--- src/rtl/core/drpt_pkg.sv ---
// Package for the recent-pair table: request codes, field widths and the
// command/status structs shared by the controller and the datapath. No dependencies.
`timescale 1ns / 1ps
`default_nettype none

package drpt_pkg;

    localparam int KIND_W  = 8;
    localparam int LEVEL_W = 4;
    localparam int REQ_W   = 2;
    localparam int SLOT_W  = 6;
    localparam int ENTRY_W = KIND_W + LEVEL_W;

    localparam logic [REQ_W-1:0] REQ_INSERT = 2'd0;
    localparam logic [REQ_W-1:0] REQ_REMOVE = 2'd1;
    localparam logic [REQ_W-1:0] REQ_LOOKUP = 2'd2;

    typedef struct packed {
        logic load;
        logic scan_run;
        logic scan_end;
        logic shift_start;
        logic shift_run;
        logic commit_rm;
        logic write_ins;
        logic out_load;
    } t_cmd;

    typedef struct packed {
        logic             scan_done;
        logic             scan_hit;
        logic             shift_done;
        logic             out_ready;
        logic [REQ_W-1:0] req;
    } t_sts;

endpackage

`default_nettype wire

--- src/rtl/core/drpt_ram.sv ---
// Generic simple dual-port RAM: one write port, one read port with registered data.
// No dependencies.
`timescale 1ns / 1ps
`default_nettype none

module drpt_ram #(
    parameter int WIDTH = 12,
    parameter int DEPTH = 64
) (
    input  wire logic                     i_clk,
    input  wire logic                     i_we,
    input  wire logic [$clog2(DEPTH)-1:0] i_waddr,
    input  wire logic [WIDTH-1:0]         i_wdata,
    input  wire logic [$clog2(DEPTH)-1:0] i_raddr,
    output      logic [WIDTH-1:0]         o_rdata
);

    logic [WIDTH-1:0] r_mem [DEPTH];
    logic [WIDTH-1:0] r_rdata;

    always_ff @(posedge i_clk) begin
        if (i_we) begin
            r_mem[i_waddr] <= i_wdata;
        end
        r_rdata <= r_mem[i_raddr];
    end

    assign o_rdata = r_rdata;

endmodule

`default_nettype wire

--- src/rtl/core/drpt_ctrl.sv ---
// Sequencing controller for the recent-pair table: accept, scan, shift or write,
// post the result. Depends on drpt_pkg.
`timescale 1ns / 1ps
`default_nettype none

module drpt_ctrl import drpt_pkg::*; (
    input  wire logic i_clk,
    input  wire logic i_rst_n,
    input  wire logic i_in_valid,
    input  wire t_sts i_sts,
    output      t_cmd o_cmd,
    output      logic o_in_stall
);

    typedef enum logic [4:0] {
        ST_IDLE  = 5'b00001,
        ST_SCAN  = 5'b00010,
        ST_SHIFT = 5'b00100,
        ST_WRITE = 5'b01000,
        ST_DONE  = 5'b10000
    } t_state;

    t_state r_state;
    t_state n_state;
    t_cmd   cmd;

    always_comb begin
        n_state = r_state;
        cmd     = '0;
        unique case (r_state)
            ST_IDLE: begin
                if (i_in_valid) begin
                    cmd.load = 1'b1;
                    n_state  = ST_SCAN;
                end
            end
            ST_SCAN: begin
                if (!i_sts.scan_done) begin
                    cmd.scan_run = 1'b1;
                end else begin
                    cmd.scan_end = 1'b1;
                    if (i_sts.scan_hit && i_sts.req == REQ_REMOVE) begin
                        cmd.shift_start = 1'b1;
                        n_state         = ST_SHIFT;
                    end else if (!i_sts.scan_hit && i_sts.req == REQ_INSERT) begin
                        n_state = ST_WRITE;
                    end else begin
                        n_state = ST_DONE;
                    end
                end
            end
            ST_SHIFT: begin
                if (!i_sts.shift_done) begin
                    cmd.shift_run = 1'b1;
                end else begin
                    cmd.commit_rm = 1'b1;
                    n_state       = ST_DONE;
                end
            end
            ST_WRITE: begin
                cmd.write_ins = 1'b1;
                n_state       = ST_DONE;
            end
            ST_DONE: begin
                if (i_sts.out_ready) begin
                    cmd.out_load = 1'b1;
                    n_state      = ST_IDLE;
                end
            end
            default: begin
                n_state = ST_IDLE;
            end
        endcase
    end

    always_ff @(posedge i_clk) begin
        if (!i_rst_n) begin
            r_state <= ST_IDLE;
        end else begin
            r_state <= n_state;
        end
    end

    assign o_cmd      = cmd;
    assign o_in_stall = (r_state != ST_IDLE);

endmodule

`default_nettype wire

--- src/rtl/core/drpt_dpath.sv ---
// Datapath for the recent-pair table: request latch, pair store, scan and shift
// address counters, fill count, replacement pointer, result register.
// Depends on drpt_pkg and drpt_ram.
`timescale 1ns / 1ps
`default_nettype none

module drpt_dpath import drpt_pkg::*; #(
    parameter int TABLE_DEPTH = 64
) (
    input  wire logic               i_clk,
    input  wire logic               i_rst_n,
    input  wire t_cmd               i_cmd,
    output      t_sts               o_sts,
    input  wire logic [REQ_W-1:0]   i_req_type,
    input  wire logic [KIND_W-1:0]  i_kind,
    input  wire logic [LEVEL_W-1:0] i_level,
    input  wire logic               i_out_stall,
    output      logic               o_out_valid,
    output      logic               o_ok,
    output      logic               o_found,
    output      logic [SLOT_W-1:0]  o_slot
);

    localparam int IW = (TABLE_DEPTH > 1) ? $clog2(TABLE_DEPTH) : 1;
    localparam int CW = $clog2(TABLE_DEPTH + 1);

    logic [REQ_W-1:0]   r_req;
    logic [ENTRY_W-1:0] r_pair;
    logic [CW-1:0]      r_fill;
    logic [IW-1:0]      r_rptr;
    logic [IW-1:0]      r_rd_idx;
    logic [CW-1:0]      r_rd_left;
    logic               r_cmp_vld;
    logic [IW-1:0]      r_cmp_idx;
    logic               r_hit;
    logic [IW-1:0]      r_hit_idx;
    logic [IW-1:0]      r_wslot;
    logic               r_out_vld;
    logic               r_ok;
    logic               r_found;
    logic [SLOT_W-1:0]  r_slot;

    logic [ENTRY_W-1:0] rd_data;
    logic               rd_en;
    logic               hit_now;
    logic               full;
    logic [IW-1:0]      ins_slot;
    logic [CW-1:0]      fill_m1;
    logic [IW-1:0]      cmp_idx_p1;
    logic               ram_we;
    logic [IW-1:0]      ram_waddr;
    logic [ENTRY_W-1:0] ram_wdata;
    logic               res_ok;
    logic               res_found;
    logic [IW-1:0]      res_idx;
    logic [SLOT_W+IW-1:0] res_ext;

    drpt_ram #(
        .WIDTH (ENTRY_W),
        .DEPTH (TABLE_DEPTH)
    ) u_store (
        .i_clk   (i_clk),
        .i_we    (ram_we),
        .i_waddr (ram_waddr),
        .i_wdata (ram_wdata),
        .i_raddr (r_rd_idx),
        .o_rdata (rd_data)
    );

    assign rd_en      = (i_cmd.scan_run || i_cmd.shift_run) && (r_rd_left != '0);
    assign hit_now    = r_cmp_vld && (rd_data == r_pair);
    assign full       = (r_fill == CW'(TABLE_DEPTH));
    assign ins_slot   = full ? r_rptr : r_fill[IW-1:0];
    assign fill_m1    = r_fill - CW'(1);
    assign cmp_idx_p1 = r_cmp_idx + IW'(1);

    always_comb begin
        ram_we    = 1'b0;
        ram_waddr = ins_slot;
        ram_wdata = r_pair;
        if (i_cmd.write_ins) begin
            ram_we = 1'b1;
        end else if (i_cmd.shift_run && r_cmp_vld) begin
            ram_we    = 1'b1;
            ram_waddr = r_cmp_idx - IW'(1);
            ram_wdata = rd_data;
        end
    end

    assign res_ok    = (r_req == REQ_INSERT) ? !r_hit
                     : ((r_req == REQ_REMOVE || r_req == REQ_LOOKUP) && r_hit);
    assign res_found = r_hit && (r_req == REQ_INSERT || r_req == REQ_REMOVE ||
                                 r_req == REQ_LOOKUP);
    always_comb begin
        res_idx = '0;
        if (r_req == REQ_INSERT && !r_hit) begin
            res_idx = r_wslot;
        end else if (res_found) begin
            res_idx = r_hit_idx;
        end
    end
    assign res_ext = {{SLOT_W{1'b0}}, res_idx};

    always_ff @(posedge i_clk) begin
        if (!i_rst_n) begin
            r_fill    <= '0;
            r_rptr    <= '0;
            r_cmp_vld <= 1'b0;
            r_out_vld <= 1'b0;
        end else begin
            r_cmp_vld <= rd_en;
            if (i_cmd.write_ins) begin
                if (full) begin
                    r_rptr <= (r_rptr == IW'(TABLE_DEPTH - 1)) ? '0 : r_rptr + IW'(1);
                end else begin
                    r_fill <= r_fill + CW'(1);
                end
            end
            if (i_cmd.commit_rm) begin
                if (r_rptr != '0) begin
                    r_rptr <= r_rptr - IW'(1);
                end
                if (r_fill != '0) begin
                    r_fill <= fill_m1;
                end
            end
            if (i_cmd.out_load) begin
                r_out_vld <= 1'b1;
            end else if (!i_out_stall) begin
                r_out_vld <= 1'b0;
            end
        end
    end

    always_ff @(posedge i_clk) begin
        if (i_cmd.load) begin
            r_req     <= i_req_type;
            r_pair    <= {i_kind, i_level};
            r_rd_idx  <= fill_m1[IW-1:0];
            r_rd_left <= r_fill;
        end else if (i_cmd.shift_start) begin
            r_rd_idx  <= cmp_idx_p1;
            r_rd_left <= fill_m1 - CW'(r_cmp_idx);
        end else if (rd_en) begin
            r_rd_idx  <= i_cmd.shift_run ? r_rd_idx + IW'(1) : r_rd_idx - IW'(1);
            r_rd_left <= r_rd_left - CW'(1);
        end
        r_cmp_idx <= r_rd_idx;
        if (i_cmd.load) begin
            r_hit <= 1'b0;
        end else if (i_cmd.scan_end) begin
            r_hit     <= hit_now;
            r_hit_idx <= r_cmp_idx;
        end
        if (i_cmd.write_ins) begin
            r_wslot <= ins_slot;
        end
        if (i_cmd.out_load) begin
            r_ok    <= res_ok;
            r_found <= res_found;
            r_slot  <= res_ext[SLOT_W-1:0];
        end
    end

    assign o_sts.scan_done  = hit_now || (r_rd_left == '0 && !r_cmp_vld);
    assign o_sts.scan_hit   = hit_now;
    assign o_sts.shift_done = (r_rd_left == '0) && !r_cmp_vld;
    assign o_sts.out_ready  = !r_out_vld || !i_out_stall;
    assign o_sts.req        = r_req;

    assign o_out_valid = r_out_vld;
    assign o_ok        = r_ok;
    assign o_found     = r_found;
    assign o_slot      = r_slot;

    a_fill_bound: assert property (@(posedge i_clk) disable iff (!i_rst_n)
        r_fill <= CW'(TABLE_DEPTH))
        else $error("fill count beyond table depth");

    a_rptr_bound: assert property (@(posedge i_clk) disable iff (!i_rst_n)
        r_rptr <= IW'(TABLE_DEPTH - 1))
        else $error("replacement pointer beyond table depth");

    a_no_write_in_scan: assert property (@(posedge i_clk) disable iff (!i_rst_n)
        i_cmd.scan_run |-> !ram_we)
        else $error("store written during search");

    a_remove_nonempty: assert property (@(posedge i_clk) disable iff (!i_rst_n)
        i_cmd.commit_rm |-> (r_fill != '0 && r_hit))
        else $error("remove committed without a matched entry");

endmodule

`default_nettype wire

--- src/rtl/core/dedup_recent_pair_table.sv ---
// Recent-pair table: one transaction in, one result out; no overlap between requests.
// Steps: accept, search the filled slots newest first, then write an insert that missed or shift
// the later slots down for a remove that hit, then post the result. A new request is taken only
// once the previous result is posted; the single store read port paces search and shift.
// Reset: fill count and replacement pointer cleared; stale slots above the fill count
// are never read, so the store needs no clearing pass.
`timescale 1ns / 1ps
`default_nettype none

module dedup_recent_pair_table import drpt_pkg::*; #(
    parameter int TABLE_DEPTH = 64
) (
    input  wire logic               i_clk,
    input  wire logic               i_rst_n,
    input  wire logic               i_in_valid,
    output      logic               o_in_stall,
    input  wire logic [REQ_W-1:0]   i_req_type,
    input  wire logic [KIND_W-1:0]  i_kind,
    input  wire logic [LEVEL_W-1:0] i_level,
    output      logic               o_out_valid,
    input  wire logic               i_out_stall,
    output      logic               o_ok,
    output      logic               o_found,
    output      logic [SLOT_W-1:0]  o_slot
);

    t_cmd cmd;
    t_sts sts;

    drpt_ctrl u_ctrl (
        .i_clk      (i_clk),
        .i_rst_n    (i_rst_n),
        .i_in_valid (i_in_valid),
        .i_sts      (sts),
        .o_cmd      (cmd),
        .o_in_stall (o_in_stall)
    );

    drpt_dpath #(
        .TABLE_DEPTH (TABLE_DEPTH)
    ) u_dpath (
        .i_clk       (i_clk),
        .i_rst_n     (i_rst_n),
        .i_cmd       (cmd),
        .o_sts       (sts),
        .i_req_type  (i_req_type),
        .i_kind      (i_kind),
        .i_level     (i_level),
        .i_out_stall (i_out_stall),
        .o_out_valid (o_out_valid),
        .o_ok        (o_ok),
        .o_found     (o_found),
        .o_slot      (o_slot)
    );

endmodule

`default_nettype wire

--- config.mk ---
export PLATFORM = sky130hd
export DESIGN_NAME = dedup_recent_pair_table
export DESIGN_NICKNAME = d
export VERILOG_FILES = /design/src/rtl/core/drpt_pkg.sv /design/src/rtl/core/drpt_ram.sv /design/src/rtl/core/drpt_ctrl.sv /design/src/rtl/core/drpt_dpath.sv /design/src/rtl/core/dedup_recent_pair_table.sv
export SDC_FILE = /design/constraint.sdc
export NUM_CORES = 1
export LEC_CHECK = 0
export ABC_AREA = 0
export BUFFER_PORTS_ARGS = -buffer_cell sky130_fd_sc_hd__buf_2
export CAP_MARGIN = 25
export CORE_MARGIN = 3
export CORE_UTILIZATION = 40
export CTS_BUF_LIST = sky130_fd_sc_hd__clkbuf_8
export CTS_CLUSTER_DIAMETER = 150
export DETAILED_ROUTE_END_ITERATION = 10
export GPL_TIMING_DRIVEN = 0
export HOLD_SLACK_MARGIN = 0.05
export PLACE_DENSITY = 0.57
export SYNTH_ARGS = -nofsm -noshare
export SYNTH_HDL_FRONTEND = slang
export SYNTH_HIERARCHICAL = 1
export SYNTH_SLANG_ARGS = --single-unit
export TNS_END_PERCENT = 5
--- constraint.sdc ---
create_clock -name i_clk -period 7.5 [get_ports i_clk]
set_input_delay 0.75 -clock i_clk [delete_from_list [all_inputs] [get_ports i_clk]]
set_output_delay 0.75 -clock i_clk [all_outputs]
set_load 0.03 [all_outputs]
==> results.ini <==
[clock_network]
clk_pin_slew_ps = 60
cts.path.max_buffers = 3
cts_sinks = 854
cts_tree = yes
cts_resized = 0
cts-htree-levels = 4
post-cts-setup-buffers = 0
worstSkewPairLatency_ps = 790
hold_buffers = 0
root_buffer = clkbuf_8
numCtsBuffers = 141

[yosys]
syn_inst = 1807
ys_seq_elements = 854
netlist_area_um2 = 34450
synth-edff-count = 815
synth_warnings = 6
synthArstFlopShare_pct = 0
synth_top_cell_area_share_pct = 71.04
syn-num-nets = 1848
ys_top_cells_by_count = edfxtp_1 (815), mux4_2 (192), nor2_1 (116), nand2_1 (56), clkbuf_1 (42)
synthFlopType = edfxtp_1
syn_avg_cell_area_um2 = 19.06
seq_area_frac_synth_pct = 73.31
yosysUniqueCellTypes = 68
synth_largest_area_cell = edfxtp_1
yosysMostFrequentCell = edfxtp_1
synth_area_leaders = edfxtp_1 (71%), mux4_2 (13%), dfxtp_1 (2.3%), nor2_1 (1.3%), mux2_2 (0.85%)

[global_route]
grt_pass1_vias = 18950
grt.total_usage_pct = 20.44
antenna_found_initial = 3
grt_max_degree = 65
gr-total-overflow = 0
grt_pass1_wl_mm = 131.3

[detailed_routing]
dr.pass1.iters = 6
wl_met3_mm = 7.628
routed.top_layer = met4
routed_via_density = 5.685
drt.antenna.violating_nets = 0
wl_per_cell_um = 27.74
drt-initial-drc-count = 1883
dr_wl_met2_mm = 42.47
num_vias = 18700
wirelength_mm = 91.22
drcViolationCount = 0
wl_met1_mm = 38.40

[floorplanning]
num_io_pins = 28
die_area_um2 = 89680
fp.dieH_um = 299.5
core-area_um2 = 84480
initial_utilization_pct = 40.77
rows = 106
die_width_um = 299.5

[sta]
fin_skew_ps = 37.87
slew_viol_final = 0
post-route-period-util_pct = 69.23
setup_tns_ps = 0
period_needed_ps = 5193
max_slew_margin_pct = 25.23
setup_viol = 0
worst_slack_ps = 2307
hold_slack_ps = 149.7
fmax_ghz = 0.1926
tightest_slew_ps = 1122
rsz0062_at_grt = false
final_hold_viol_count = 0

[layout]
drive_gt1_share_pct = 26.73
fin_util_pct = 46.73
fin_cells = 3289
area.growth.synth_to_final_pct = 14.61
final_area_um2 = 39480
fin_nets = 2096

[pwr]
finalPower_mw = 10.47
peakVddDrop_mv = 0.1499
p_leak_nw = 12.84
power_density_nw_per_um2 = 265.2

[worst_setup_path]
cp_max_fo = 10
worstPathArrival_ps = 5680
cp_slowest_stage_delay_ps = 920
worstSetupPathType = flop to flop
endpoint_kind = flop
crit_buf_inv = 3
slowest_stage = nor2_1
cp_data_required_time_ps = 7990
cp_top_family = simple AND/OR/NAND/NOR gates
start_kind = flop
cp_cell_sequence = nor4_1 -> nand3b_1 -> nor2_1 -> or3_4 -> inv_1 -> nand3_1 -> mux2_2 -> clkbuf_1 -> nor2b_1 -> nand3_1 -> nor2_1 -> buf_6

[placed_design]
gp_congestion = 0.8667
portBuffers = 27
dp.cells = 3044
place_ws_ps = 2378
placed_area_um2 = 36930
hpwl_mm = 62.14

[outcome]
outcome = completed

[worst_hold_path]
hold_path.class = input pin to flop

[run]
max-cap-violations = 0

[state kept, by name (all words and copies together) (netlist names)]
name                     flops
u_dpath/u_store/r_mem      768
u_dpath/r_hit                1
u_dpath/o_slot               6
u_dpath/o_found              1
u_dpath/r_pair              12
u_dpath/u_store/o_rdata     12
u_dpath/r_wslot              6
u_dpath/r_req                2
u_dpath/o_ok                 1
u_dpath/r_fill               7
u_dpath/r_rd_idx             6
u_dpath/r_rd_left            7
u_dpath/o_out_valid          1
u_dpath/r_rptr               6
u_ctrl/r_state               5
u_dpath/r_cmp_idx            6
u_dpath/r_hit_idx            6
u_dpath/r_cmp_vld            1
[layer usage]
metal	global-route usage [%]	up-vias
met4	7.549	0
met5	0	-
met3	5.055	163
li1	-	7879
met1	28.26	9866
met2	31.56	789
[power breakdown]
| part | switching, mW | total, mW | internal [mW] |
|---|---|---|---|
| sequential | 0.0591 | 5.39 | 5.33 |
| combinational | 0.841 | 1.36 | 0.520 |
| clock | 1.82 | 3.72 | 1.90 |
| total | 2.72 | 10.5 | 7.75 |
[cell families after synthesis]
logic type,after synthesis,share of synthesized area [%]
AOI/OAI and AO/OA,196,3.930
xor gates and xnor gates,40,1.039
adders and majority gates,23,0.8790
buffers and inverters,125,1.950
DFF,854,73.31
muxes,244,14.16
and+or+nand+nor,325,4.733
[placed cells by master (no fill, tap or decap), drive strengths merged, types with 4 or more instances in the layout]
| cell type | n |
|---|---|
| o21ai | 37 |
| nand3b | 6 |
| a22o | 7 |
| o31ai | 4 |
| nor2b | 24 |
| mux4 | 192 |
| ha | 21 |
| a22oi | 10 |
| inv | 83 |
| xnor2 | 28 |
| nand2 | 56 |
| nor3b | 4 |
| or3 | 9 |
| clkinv | 33 |
| a21oi | 31 |
| o22ai | 23 |
| diode | 4 |
| nor2 | 116 |
| mux2i | 26 |
| dfxtp | 39 |
| o221ai | 18 |
| clkbuf | 192 |
| or2 | 5 |
| o21a | 4 |
| buf | 156 |
| nand2b | 27 |
| mux2 | 26 |
| a211oi | 22 |
| a31oi | 11 |
| edfxtp | 815 |
| xor2 | 12 |
| nand3 | 27 |
| a311oi | 4 |
| nand4 | 10 |
| nor3 | 25 |
| a21o | 6 |
| a32o | 5 |
[path summary, 6_finish.rpt]
| check | start | to | slack, ps | cells past startpoint |
|---|---|---|---|---|
| max | u_dpath/r_rd_left[3]$_DFFE_PP_ | u_dpath/u_store/r_mem[5][9]$_DFFE_PP_ | 2310 | 12 |
| min | i_kind[2] | u_dpath/r_pair[6]$_DFFE_PP_ | 150 | 1 |
| max reg2reg | u_dpath/r_rd_left[3]$_DFFE_PP_ | u_dpath/u_store/r_mem[5][9]$_DFFE_PP_ | 2310 | 12 |
| min reg2reg | u_dpath/r_cmp_idx[2]$_DFF_P_ | u_dpath/r_hit_idx[2]$_DFFE_PP_ | 430 | 0 |
[layout make-up]
class | instances | area (µm²)
fill | 7164 | 45000
clock buffer | 149 | 2051
tap | 1134 | 1419
clock inverter | 90 | 462.9
antenna | 4 | 10.01
buffer | 94 | 555.5
timing repair buffer | 105 | 1066
inverter | 31 | 116.4
sequential | 854 | 25250
multi-input combinational | 828 | 8547
Power figures use the tool's default switching activity.
